File: config.mk
export PLATFORM = sky130hd
export DESIGN_NAME = prr_ram
export DESIGN_NICKNAME = d
export VERILOG_FILES = /design/src/sv/prr_ram.sv
export SDC_FILE = /design/constraint.sdc
export NUM_CORES = 1
export LEC_CHECK = 0
export BUFFER_PORTS_ARGS = -buffer_cell sky130_fd_sc_hd__buf_2
export CORE_MARGIN = 3
export CORE_UTILIZATION = 24
export CTS_CLUSTER_DIAMETER = 40
export DETAILED_ROUTE_END_ITERATION = 12
export REMOVE_ABC_BUFFERS = 1
export SYNTH_ARGS = -nofsm -noshare
export SYNTH_HDL_FRONTEND = slang
export SYNTH_SLANG_ARGS = --single-unit
File: constraint.sdc
create_clock -name clk -period 10.4 [get_ports clk]
set_clock_uncertainty 0.2 [all_clocks]
set_input_delay 3.12 -clock clk [delete_from_list [all_inputs] [get_ports clk]]
set_output_delay 3.12 -clock clk [all_outputs]
set_load 0.01 [all_outputs]
File: src/sv/prr_ram.sv
// Generic single-port-write, single-port-read RAM with registered read data.
// No dependencies.
module prr_ram #(
  parameter int WIDTH = 64,
  parameter int DEPTH = 16
) (
  input  logic                     clk,
  input  logic                     we,
  input  logic [$clog2(DEPTH)-1:0] waddr,
  input  logic [WIDTH-1:0]         wdata,
  input  logic [$clog2(DEPTH)-1:0] raddr,
  output logic [WIDTH-1:0]         rdata
);
  logic [WIDTH-1:0] mem [DEPTH];

  always_ff @(posedge clk) begin
    if (we) begin
      mem[waddr] <= wdata;
    end
    rdata <= mem[raddr];
  end
endmodule

==> flow_metrics.tcl <==
set metrics [dict create \
    status "complete, no violations" \
    grt_usage 0.1116 \
    overflow 0 \
    worst_hold_path.endpoint "rdata[48]$_DFF_P_" \
    worstSetupPathType "in2reg" \
    cts_setup_buffers 0 \
    clk_latency_ns 0.71 \
    clk_pin_slew_ns 0.06 \
    synth_edf_count 1024 \
    tightestPinTransition_ns 1.092 \
    fmax_ghz 0.1852 \
    grt_pass1_vias 18680 \
    critPathTopFamily "simple AND/OR/NAND/NOR gates" \
    cts_hold_buf 0 \
    ctsLongestPathBuffers 3 \
    startpoint_type "input pin" \
    areaGrowthSynthToFinish_pct 18.64 \
    cts.sinks 1088 \
    cpMaxStageDelayCell "buf_4" \
    dieArea_um2 169800 \
    routabilityCongestion 0.6693 \
    ir_drop_mv 0.1277 \
    synth_seq_cells 1088 \
    crit_cells 4 \
    synth.area.top_cells "edfxtp_1 (78%), mux4_2 (15%), dfxtp_1 (3.2%)" \
    yosys-top-cells-count "edfxtp_1 (1,024), mux4_2 (256), a22oi_1 (128), nand2_1 (65), dfxtp_1 (64)" \
    r2r-end "rdata[12]$_DFF_P_" \
    synth_ff_type "edfxtp_1" \
    synth-warning-count 0 \
    tns_ns 0 \
    viasPerCell 4.295 \
    portBuffers 137 \
    wl_mm 95.42 \
    rsz0062_at_grt "false" \
    synth_cell_type_count 18 \
    pwr_density_cell_nw_per_um2 203.4 \
    drc 0 \
    io_pins 138 \
    grt_max_degree 101 \
    numCtsBuffers 112 \
    crit_buf_inv 2 \
    met2_length_mm 45.11 \
    synth_seq_area_share 0.8092 \
    critPathMaxFanout 44 \
    p_leak_nw 14.64 \
    hold_ws_ns 0.4554 \
    die_w_um 412.1 \
    synthCells 1647 \
    yosysTopAreaCell "edfxtp_1" \
    rr_worst_depth 3 \
    wl_met1_mm 41.31 \
    post_cts_resized 0 \
    hp-class "reg2reg" \
    drv_slew 0 \
    post_dp_cell_area_um2 42980 \
    die_y_um 412.1 \
    crit_chain "buf_2 -> nand3b_1 -> nor2_4 -> buf_4" \
    cts_tree "yes" \
    hold_depth 3 \
    top_layer_used "met5" \
    n_fill_cell 15870 \
    hold_violations 0 \
    yosysMostFrequentCell "edfxtp_1" \
    drt-wirelength-per-cell_um 23.05 \
    seq_area_um2 32030 \
    num_vias 17780 \
    initial_core_util 0.2423 \
    fin_crit_ns 5.398 \
    r2r_slack_ns 8.77 \
    period_share 0.5191 \
    fin_area_um2 46960 \
    synth.avg_cell_area_um2 24.03 \
    drtAntennaViolNets 0 \
    drive_gt1_frac 0.3232 \
    total_power_mw 9.551 \
    first_iter_violations 1763 \
    clockRootBuffer "clkbuf_16" \
    max-slew-margin-rel 0.2701 \
    grt_pass1_wl_mm 137.0 \
    setup_viol 0 \
    cts_max_level 3 \
    end_kind "flop" \
    dr_wl_met3_mm 7.415 \
    dr.pass1.iters 5 \
    cap_violations 0 \
    synth_area_um2 39580 \
    synth_top_area_frac 0.7769 \
    post-dp-hpwl_mm 47.69 \
    antenna_found_initial 40 \
    fin_nets 1923 \
    r2r_start "mem[11][12]$_DFFE_PP_" \
    row_count 148 \
    core_um2 163300 \
    min-delay-start "mem[14][48]$_DFFE_PP_" \
    max_stage_delay_ns 0.90 \
    multi_input_area_um2 7234 \
    worstPathRequired_ns 10.50 \
    cp.arrival_ns 5.50 \
    async_flop_share 0 \
]
cells by family after synthesis:
family	after synthesis	share of synthesized area
muxes	256	0.1457
DFF	1088	0.8092
AOI/OAI and AO/OA	128	0.02428
buffers and inverters	84	0.01141
and+or+nand+nor	91	0.009420
placed cells by master, fill, tap and decap left out, drive strengths merged:
cell type  count
buf          172
nand3          1
nand2         65
bufinv        14
mux4         256
or3b           1
nor2          13
nor3           4
dfxtp         64
edfxtp      1024
and2           1
nand2b         2
clkbuf       146
nor2b          2
clkinv        32
clkinvlp       9
inv           13
nand3b         2
diode         15
a22oi        128
metrics by stage:
step	setup slack [ns]	utilization	instances
3_3_place_gp	4.188	0.2632	3910
4_1_cts	4.960	0.2873	4124
6_report	5.002	0.2875	4139
5_1_grt	4.762	0.2873	4124
3_5_place_dp	4.182	0.2632	3910
2_1_floorplan	1.651	-	1563
worst max path at each step:
stage	startpoint	end	slack, ns
floorplan	waddr[2]	mem[0][0]$_DFFE_PP_	1.65
global placement	raddr[0]	rdata[23]$_DFF_P_	4.19
detailed placement	raddr[0]	rdata[23]$_DFF_P_	4.18
CTS	raddr[0]	rdata[23]$_DFF_P_	4.96
global route	raddr[0]	rdata[23]$_DFF_P_	4.76
finish	waddr[2]	mem[10][15]$_DFFE_PP_	5.00
flip-flops by register name, summed over array words and instances (netlist names):
| register | flops |
|---|---|
| mem | 1024 |
| rdata | 64 |
cell type report:
type / instances / area share
timing repair buffer: 172 / 0.02115
clock buffer: 146 / 0.06437
multi-input combinational: 475 / 0.1541
antenna: 15 / 0.0007993
sequential: 1088 / 0.6821
tap: 2175 / 0.05795
clock inverter: 68 / 0.01961
worst register-to-register path, cell delays in order, from the launching register on:
cell and delay (ns):
edfxtp_1 0.35, mux4_2 0.47, a22oi_1 0.29, nand2_1 0.17
power breakdown:
part           switching (mW)  internal [mW]
clock                    1.74           2.44
combinational           0.263          0.168
sequential             0.0394           4.90
metal layers:
| layer | global-route usage | up-vias |
|---|---|---|
| li1 | - | 7481 |
| met1 | 0.1503 | 9624 |
| met2 | 0.1762 | 526 |
| met3 | 0.03507 | 132 |
| met4 | 0.02570 | 16 |
| met5 | 0 | - |
Power figures use the tool's default switching activity.
