`src/sv/prr_pkg.sv`:
```
// Package for the phasor reference rotator: shared constants, types, CORDIC table.
// No dependencies; used by every module of the block except prr_ram.
package prr_pkg;
  localparam int Channels = 16;
  localparam int IdxW = 4;
  localparam int CntW = 5;
  localparam int CordicSteps = 24;
  localparam int StepW = 5;

  localparam logic [1:0] REG_DC_MODE = 2'd0;
  localparam logic [1:0] REG_REF_ON = 2'd1;
  localparam logic [1:0] REG_REF_INDEX = 2'd2;

  typedef struct packed {
    logic [31:0] chan_re;
    logic [31:0] chan_im;
    logic        last_channel;
  } in_item_t;

  typedef struct packed {
    logic [31:0] out_re;
    logic [31:0] out_im;
    logic [31:0] magnitude;
    logic [15:0] angle_turns;
    logic        last_result;
  } out_item_t;

  // Datapath operations, one-hot, issued by the controller.
  typedef enum logic [7:0] {
    OP_NONE   = 8'b0000_0001,
    OP_LOAD   = 8'b0000_0010,
    OP_TINIT  = 8'b0000_0100,
    OP_TDIV   = 8'b0000_1000,
    OP_ROT    = 8'b0001_0000,
    OP_MUL    = 8'b0010_0000,
    OP_SQRT   = 8'b0100_0000,
    OP_CORDIC = 8'b1000_0000
  } op_t;

  typedef struct packed {
    op_t         op;
    logic        first;   // first cycle of an iterative operation
    logic        ref_sel; // loaded vector is the reference channel
  } dp_cmd_t;

  typedef struct packed {
    logic busy;           // iterative operation still running
  } dp_sts_t;

  function automatic logic [31:0] atan_turns(input logic [StepW-1:0] i);
    logic [31:0] r;
    begin
      case (i)
        5'd0: r = 32'd536870912;
        5'd1: r = 32'd316933406;
        5'd2: r = 32'd167458907;
        5'd3: r = 32'd85004756;
        5'd4: r = 32'd42667331;
        5'd5: r = 32'd21354465;
        5'd6: r = 32'd10679838;
        5'd7: r = 32'd5340245;
        5'd8: r = 32'd2670163;
        5'd9: r = 32'd1335087;
        5'd10: r = 32'd667544;
        5'd11: r = 32'd333772;
        5'd12: r = 32'd166886;
        5'd13: r = 32'd83443;
        5'd14: r = 32'd41722;
        5'd15: r = 32'd20861;
        5'd16: r = 32'd10430;
        5'd17: r = 32'd5215;
        5'd18: r = 32'd2608;
        5'd19: r = 32'd1304;
        5'd20: r = 32'd652;
        5'd21: r = 32'd326;
        5'd22: r = 32'd163;
        5'd23: r = 32'd81;
        default: r = 32'd0;
      endcase
      return r;
    end
  endfunction
endpackage

```
`src/sv/prr_ctrl.sv`:
```
// Controller: fills the store, then for the set builds the turn vector (when a turn applies) and
// walks every entry through rotation, magnitude and angle. Depends on prr_pkg.
module prr_ctrl (
  input  logic                      clk,
  input  logic                      rst_n,
  input  logic                      dc_mode,
  input  logic                      ref_on,
  input  logic [prr_pkg::IdxW-1:0]  ref_index,
  input  logic                      in_fire,
  input  logic                      in_last,
  output logic                      in_rdy,
  output logic                      wr_en,
  output logic [prr_pkg::IdxW-1:0]  wr_addr,
  output logic [prr_pkg::IdxW-1:0]  rd_addr,
  output prr_pkg::dp_cmd_t          cmd,
  input  prr_pkg::dp_sts_t          sts,
  output logic                      res_valid,
  output logic                      res_last,
  input  logic                      res_ready
);
  typedef enum logic [10:0] {
    S_FILL   = 11'b000_0000_0001,
    S_RLOAD  = 11'b000_0000_0010,
    S_RWAIT  = 11'b000_0000_0100,
    S_TINIT  = 11'b000_0000_1000,
    S_TSQRT  = 11'b000_0001_0000,
    S_TDIV   = 11'b000_0010_0000,
    S_LOAD   = 11'b000_0100_0000,
    S_ROT    = 11'b000_1000_0000,
    S_MUL    = 11'b001_0000_0000,
    S_MSQ    = 11'b010_0000_0000,
    S_EMIT   = 11'b100_0000_0000
  } state_t;

  state_t state_r, state_nxt;
  logic [prr_pkg::CntW-1:0] fill_r, fill_nxt;
  logic [prr_pkg::CntW-1:0] k_r, k_nxt;
  logic [2:0] sub_r, sub_nxt;
  logic first_r, first_nxt;
  logic do_turn;

  assign do_turn = !dc_mode && ref_on && ({1'b0, ref_index} < fill_r);
  assign in_rdy = (state_r == S_FILL);
  assign wr_en = in_fire && fill_r < prr_pkg::CntW'(prr_pkg::Channels);
  assign wr_addr = fill_r[prr_pkg::IdxW-1:0];
  assign rd_addr = (state_r == S_RLOAD) ? ref_index : k_r[prr_pkg::IdxW-1:0];
  assign res_valid = (state_r == S_EMIT);
  assign res_last = (k_r + 1'b1 == fill_r);

  always_comb begin
    state_nxt = state_r;
    fill_nxt = fill_r;
    k_nxt = k_r;
    sub_nxt = sub_r;
    first_nxt = 1'b0;
    cmd.op = prr_pkg::OP_NONE;
    cmd.first = first_r;
    cmd.ref_sel = 1'b0;
    case (state_r)
      S_FILL: begin
        if (in_fire) begin
          fill_nxt = fill_r + (wr_en ? 1'b1 : 1'b0);
          if (in_last || fill_nxt == prr_pkg::CntW'(prr_pkg::Channels)) begin
            state_nxt = S_RLOAD;
            k_nxt = '0;
          end
        end
      end
      S_RLOAD: state_nxt = S_RWAIT;
      S_RWAIT: begin
        cmd.op = prr_pkg::OP_LOAD;
        cmd.ref_sel = 1'b1;
        state_nxt = S_TINIT;
        first_nxt = 1'b1;
      end
      S_TINIT: begin
        // Without a turn the state moves on as soon as the first step has set the unity turn.
        cmd.op = prr_pkg::OP_TINIT;
        if (!do_turn || !sts.busy) begin
          state_nxt = do_turn ? S_TSQRT : S_LOAD;
          first_nxt = do_turn;
        end
      end
      S_TSQRT: begin
        cmd.op = prr_pkg::OP_SQRT;
        if (!sts.busy) begin
          state_nxt = S_TDIV;
          first_nxt = 1'b1;
        end
      end
      S_TDIV: begin
        cmd.op = prr_pkg::OP_TDIV;
        if (!sts.busy) begin
          state_nxt = S_LOAD;
        end
      end
      S_LOAD: begin
        // sub 0: address settles, sub 1: data registered and loaded.
        sub_nxt = sub_r + 3'd1;
        if (sub_r == 3'd1) begin
          cmd.op = prr_pkg::OP_LOAD;
          sub_nxt = '0;
          state_nxt = S_ROT;
          first_nxt = 1'b1;
        end
      end
      S_ROT: begin
        // first cycle latches the turn vector only once per set (k zero), and only when a turn applies.
        cmd.op = prr_pkg::OP_ROT;
        cmd.first = first_r && (k_r == '0) && do_turn;
        if (!first_r) begin
          state_nxt = S_MUL;
          first_nxt = 1'b1;
        end
      end
      S_MUL: begin
        cmd.op = prr_pkg::OP_MUL;
        if (!first_r) begin
          state_nxt = S_MSQ;
          sub_nxt = '0;
        end
      end
      S_MSQ: begin
        // sub 0: add the second square into s_r, then sqrt, then CORDIC.
        case (sub_r)
          3'd0: begin
            cmd.op = prr_pkg::OP_TINIT;
            cmd.first = 1'b0;
            sub_nxt = 3'd1;
          end
          3'd1: begin
            cmd.op = prr_pkg::OP_SQRT;
            cmd.first = 1'b1;
            sub_nxt = 3'd2;
          end
          3'd2: begin
            cmd.op = prr_pkg::OP_SQRT;
            cmd.first = 1'b0;
            if (!sts.busy) begin
              sub_nxt = 3'd3;
            end
          end
          3'd3: begin
            cmd.op = prr_pkg::OP_CORDIC;
            cmd.first = 1'b1;
            sub_nxt = 3'd4;
          end
          default: begin
            cmd.op = prr_pkg::OP_CORDIC;
            cmd.first = 1'b0;
            if (!sts.busy) begin
              state_nxt = S_EMIT;
              sub_nxt = '0;
            end
          end
        endcase
      end
      S_EMIT: begin
        if (res_ready) begin
          if (res_last) begin
            state_nxt = S_FILL;
            fill_nxt = '0;
          end else begin
            k_nxt = k_r + 1'b1;
            state_nxt = S_LOAD;
          end
        end
      end
      default: state_nxt = S_FILL;
    endcase
  end

  always_ff @(posedge clk) begin
    if (!rst_n) begin
      state_r <= S_FILL;
      fill_r <= '0;
      k_r <= '0;
      sub_r <= '0;
      first_r <= 1'b0;
    end else begin
      state_r <= state_nxt;
      fill_r <= fill_nxt;
      k_r <= k_nxt;
      sub_r <= sub_nxt;
      first_r <= first_nxt;
    end
  end
endmodule

```
`config.mk`:
```
export PLATFORM = sky130hd
export DESIGN_NAME = prr_ctrl
export DESIGN_NICKNAME = d
export VERILOG_FILES = /design/src/sv/prr_pkg.sv /design/src/sv/prr_ctrl.sv
export SDC_FILE = /design/constraint.sdc
export NUM_CORES = 1
export LEC_CHECK = 0
export BUFFER_PORTS_ARGS = -buffer_cell sky130_fd_sc_hd__buf_4
export CORE_MARGIN = 4
export CORE_UTILIZATION = 61
export DETAILED_ROUTE_END_ITERATION = 8
export GPL_ROUTABILITY_DRIVEN = 0
export PLACE_DENSITY = 0.86
export SLEW_MARGIN = 20
export SYNTH_ARGS = -nofsm -noshare
export SYNTH_HDL_FRONTEND = slang
export SYNTH_SLANG_ARGS = --single-unit
```
`constraint.sdc`:
```
create_clock -name clk -period 3.9 [get_ports clk]
set_input_delay 0.78 -clock clk [delete_from_list [all_inputs] [get_ports clk]]
set_output_delay 0.78 -clock clk [all_outputs]
set_load 0.01 [all_outputs]
```
==> impl_metrics.ini, run 1 <==
[floorplanning]
start_util = 0.641
num_rows = 20
die_width_um = 64.9
die_area_mm2 = 0.00421
num_io_pins = 34
die_h_um = 64.9
core_area_mm2 = 0.00308

[sta]
maxSlewViolCount = 0
holdWs_ns = 0.531
hold_violations = 0
rsz0062_at_grt = no
post-route-period-util = 0.817
setup_tns_ns = 0
fmax_ghz = 0.314
period_needed_ns = 3.19
worst_pin_slew_ns = 0.545
fin_worst_skew_ns = 0.0147
finalSetupViolCount = 0
relSlewSlack = 0.636

[yosys]
synth_fp_nets = 276
synth-seq-cells = 25
async_flop_share = 0
syn_area_per_cell_um2 = 7.71
netlist_instances = 256
synth_common_cells = 27 x nor2_1, 25 x dfxtp_1, 18 x nand2_1
synth_top_cell_by_area = dfxtp_1
yosysWarnings = 0
ys_types = 61
synth.top_cell.area_share = 0.254
synth_edf_count = 0
ys_top_cells_by_area = dfxtp_1 25%, nor2_1 5.1%, ha_1 5.1%
synth_area_mm2 = 0.00197
synth.most_common_cell = nor2_1
dominantRegCellSynth = dfxtp_1
seq_area_frac_synth = 0.254

[clocking]
tritoncts = yes
clk_pin_slew_ns = 0.15
clkLatencyLatePin_ns = 0.33
clock_sinks = 25
cts_buffer_depth = 2
htree_levels = 1
cts_made_buffers = 3
ctsResizeCount = 0
cts_root_buf = clkbuf_4
ctsHoldBuffers = 0
cts_setup_buffers = 0

[pwr]
internal_power_uw = 398
power_frac_seq = 0.443
ir_worst_vdd_uv = 180
clkPwrFrac = 0.193
power_frac_comb = 0.364
p_switching_uw = 244
p_leak_nw = 0.935
netSwitchingFraction = 0.380
finalPower_uw = 642
power.density_mw_per_mm2 = 287

[place]
io_buffers = 33
hpwl_um = 3690

[min_path]
hold_path.startpoint = fill_r[0]
min-delay-path-class = register to register
holdPathStages = 2

[global_route]
track_usage = 0.248
antenna_found_initial = 0
grt_pass1_wl_um = 8310
first_global_vias = 1774
grt_max_degree = 17
grt.overflow.total = 0

[worst_setup_path]
critical_path_class = register to output port
required_ns = 3.12
cp_max_fo = 6
slowest_delay_ns = 0.52
reg2reg_depth = 10
start_kind = register
crit_top_cell = nand2_1
slowest_stage = nor4_2
crit_start = state_r[3]
path_cells = nor4_2 > nand2_1 > nor4b_2 > or4_1 > nand2_1 > buf_4
r2r-start = fill_r[4]
endpoint_kind = output port
arrival_ns = 2.41

[route]
initialDrtViolationCount = 145
dr.pass1.iters = 5
drc = 0
drt-total-wl_um = 4810
drt-vias-per-instance = 6.10
ant_nets = 0
wl_per_cell_um = 14.8
via_count = 1978

[finish]
area_growth_pct = 13.4
layout.nets = 301
final_layout_size_suffix_gt1_frac = 0.200
final_core_util = 0.727
antenna_cells = 0

[outcome]
status = completed

[flow_run]
maxCapViolations = 0
## through the flow
step	setup slack, ns	instance area, µm²	instances
floorplan	0.900	1970	256
global placement	0.771	2210	320
detailed placement	0.673	2210	320
CTS	0.715	2240	324
global route	0.508	2240	324
finish	0.712	2240	324
## layout make-up
| cell class | instances | area (µm²) |
|---|---|---|
| Sequential cell | 25 | 500 |
| Clock inverter | 1 | 7.51 |
| Multi-Input combinational cell | 202 | 1350 |
| Tap cell | 44 | 55.1 |
| Timing Repair Buffer | 33 | 248 |
| Inverter | 16 | 60.1 |
| Clock buffer | 3 | 22.5 |
| Fill cell | 268 | 840 |
## critical path, delay by kind of cell, from the launching register on
kind                   cells  cell delay (ns)
AND/OR/NAND/NOR            5             1.54
buffers and inverters      1             0.14
flip-flops                 1             0.40
## sequential cells by signal (all words and copies together), names as in the netlist
signal and count:
state_r 11, fill_r 5, k_r 5, sub_r 3, first_r 1
## layout by cell type, fill, tap and decap left out, drive strengths merged, types with 2 or more instances in the layout
master   count
buf         33
nor2        28
dfxtp       25
nand2       18
inv         16
nand3       16
a21oi       15
o21ai       15
nor2b       11
and2        10
nor3         9
ha           8
nand4        6
xnor2        5
nor4b        5
nor4         5
mux2         4
or4          4
a21o         3
o22ai        3
a211oi       3
mux2i        3
clkbuf       3
a31oi        3
nand2b       2
o31a         2
xor2         2
or3          2
and3         2
nand4b       2
or2          2
a2111oi      2
a31o         2
## metal layers
layer | share of wire | wire length [µm] | global-route usage
met3 | 0.085 | 407 | 0.0329
met4 | 0.014 | 68 | 0.0844
met1 | 0.43 | 2070 | 0.351
met2 | 0.47 | 2260 | 0.383
met5 | 0 | 0 | 0
## power by group through the flow
stage,Combinational (mW),Clock [mW],Sequential (mW)
6_report,0.234,0.124,0.285
5_1_grt,0.257,0.140,0.288
4_1_cts,0.233,0.128,0.285
3_5_place_dp,0.231,0,0.290
3_3_place_gp,0.228,0,0.290
2_1_floorplan,0.170,0,0.287
## worst paths after layout
kind | to | slack, ns
max | cmd[2] | 0.71
min | fill_r[0] | 0.53
max reg2reg | k_r[3] | 1.06
min reg2reg | fill_r[0] | 0.53
## logic make-up (layout without fill, tap and decap cells)
family | Yosys count | in the layout | share of synthesized area
buf+inv | 29 | 53 | 0.0647
fa+ha+maj | 8 | 8 | 0.0507
xor+xnor | 7 | 7 | 0.0311
simple gates | 125 | 125 | 0.370
mux | 7 | 7 | 0.0380
compound gates | 55 | 55 | 0.192
flops | 25 | 25 | 0.254
Power figures use the tool's default switching activity.
==> inputs of run 2 (changes only) <==
- ABC_AREA: not set -> 1
- CORE_UTILIZATION: 61 -> 57
- PLACE_DENSITY: 0.86 -> 0.8
- clock period: 3.9 -> 3.2 ns (I/O delays scaled with it)
==> run 2 against run 1 <==
Effect of this change:
- critical path depth up 3
- hold slack worse by 0.030 ns
- area after synthesis up 8.1%
- utilization down 2.2 points
- routed wire length up 5.6%
- critical endpoint is now cmd[1]
- largest cell class unchanged
- largest power group is now combinational cells
==> impl_metrics.ini, run 2 <==
[global_route]
grt_pass1_wl_um = 8980
grt_max_degree = 16
track_usage = 0.224
first_global_vias = 1969
antenna_found_initial = 0
grt.overflow.total = 0

[clocking]
clk_pin_slew_ns = 0.10
cts_made_buffers = 3
cts_setup_buffers = 0
ctsResizeCount = 0
cts_root_buf = clkbuf_8
clock_sinks = 25
clkLatencyLatePin_ns = 0.28
cts_buffer_depth = 2
htree_levels = 1
ctsHoldBuffers = 0
tritoncts = yes

[sta]
worst_pin_slew_ns = 0.403
rsz0062_at_grt = no
setup_tns_ns = 0
period_needed_ns = 2.74
relSlewSlack = 0.731
finalSetupViolCount = 0
post-route-period-util = 0.858
fin_worst_skew_ns = 0.00776
hold_violations = 0
fmax_ghz = 0.364
maxSlewViolCount = 0
holdWs_ns = 0.501

[yosys]
synth.most_common_cell = nand2_1
yosysWarnings = 0
synth_edf_count = 0
syn_area_per_cell_um2 = 6.23
ys_types = 31
ys_top_cells_by_area = dfxtp_1 23%, nand2_1 17%, inv_1 8.3%
synth_fp_nets = 362
seq_area_frac_synth = 0.235
async_flop_share = 0
synth_area_mm2 = 0.00213
synth-seq-cells = 25
synth.top_cell.area_share = 0.235
netlist_instances = 342
dominantRegCellSynth = dfxtp_1
synth_top_cell_by_area = dfxtp_1
synth_common_cells = 96 x nand2_1, 47 x inv_1, 47 x nor2_1

[route]
wl_per_cell_um = 12.1
drt-total-wl_um = 5080
via_count = 2187
initialDrtViolationCount = 167
ant_nets = 0
dr.pass1.iters = 4
drc = 0
drt-vias-per-instance = 5.22

[finish]
reg_top3 = state_r x11, fill_r x5, k_r x5
layout.nets = 394
layout_common_cells = 96 x nand2_1, 47 x inv_1, 47 x nor2_1, 33 x buf_4, 26 x nand3_1
antenna_cells = 0
final_layout_size_suffix_gt1_frac = 0.204
final_common_cell = nand2_1
area_growth_pct = 14.7
largest-register = state_r
largest_reg_flops = 11

[floorplanning]
num_rows = 21
die_area_mm2 = 0.00478
num_io_pins = 34
die_width_um = 69.2
die_h_um = 69.2
core_area_mm2 = 0.00347
start_util = 0.615

[worst_setup_path]
endpoint_kind = output port
r2r_slack_ns = 0.93
start_kind = register
reg2reg_to = state_r[5]
critical_path_class = register to output port
path_delay_family = simple AND/OR/NAND/NOR gates
path_cells = inv_1 > ha_1 > nand2_1 > nor2_1 > nor2_1 > nand2_1 > or3_1 > a31oi_1 > buf_4
slowest_stage = dfxtp_1
r2r-start = fill_r[4]
cp_num_buf_inv = 2
cp_max_fo = 7
reg2reg_depth = 10
slowest_delay_ns = 0.52
required_ns = 2.56
arrival_ns = 2.10

[min_path]
holdPathStages = 2
hold_path.startpoint = state_r[4]
min_to = state_r[4]
min-delay-path-class = register to register

[pwr]
ir_worst_vdd_uv = 633
p_leak_nw = 1.35
power.density_mw_per_mm2 = 755

[outcome]
status = completed

[place]
io_buffers = 33
hpwl_um = 4110

[flow_run]
maxCapViolations = 0
## run 2: stage by stage
stage	area [µm²]	worst slack, ns	std cells	power [mW]	util
6_report	2450	0.455	419	1.85	0.705
5_1_grt	2450	0.280	419	2.03	0.705
4_1_cts	2450	0.457	419	1.85	0.705
3_5_place_dp	2400	0.519	415	1.65	0.692
3_3_place_gp	2400	0.579	415	1.63	0.692
2_1_floorplan	2130	0.727	342	1.37	-
## run 2: cells by family after synthesis
family	Yosys count	share of synthesized area
AND/OR/NAND/NOR	215	0.512
XOR/XNOR	4	0.0164
flip-flops	25	0.235
AO/OA/AOI/OAI	32	0.0786
buffers and inverters	58	0.112
adder cells (fa/ha/maj)	8	0.0470
## run 2: final cells by class
| type | instances | area, µm² |
|---|---|---|
| Clock buffer | 3 | 41.3 |
| Multi-Input combinational cell | 259 | 1390 |
| Clock inverter | 1 | 5.00 |
| Timing Repair Buffer | 33 | 248 |
| Inverter | 52 | 200 |
| Sequential cell | 25 | 500 |
| Tap cell | 46 | 57.6 |
| Fill cell | 338 | 1020 |
## run 2: worst min-delay path, delay by kind of cell (launching register included)
kind,cells,cell delay [ns]
flops,1,0.34
simple gates,1,0.07
compound gates,1,0.05
## run 2: worst max-delay path by stage
stage	start	to	slack (ns)	cells after the start
final	fill_r[3]	cmd[1]	0.46	9
after global routing	fill_r[3]	cmd[1]	0.28	9
after floorplan	in_fire	state_r[5]	0.73	11
after CTS	fill_r[3]	cmd[1]	0.46	9
after global placement	ref_index[3]	cmd[1]	0.58	9
after detailed placement	in_fire	state_r[5]	0.52	12
## run 2: report_power, final
group	total (mW)	internal (mW)	switching (mW)
combinational	1.18	0.443	0.736
clock	0.196	0.0874	0.108
sequential	0.474	0.382	0.0916
## run 2: metal layers
metal / up-vias / GRT usage / wire length (µm)
li1: 1137 / - / -
met2: 66 / 0.349 / 2250
met1: 978 / 0.319 / 2410
met3: 6 / 0.0334 / 379
met4: 0 / 0.0607 / 44
met5: - / 0 / 0
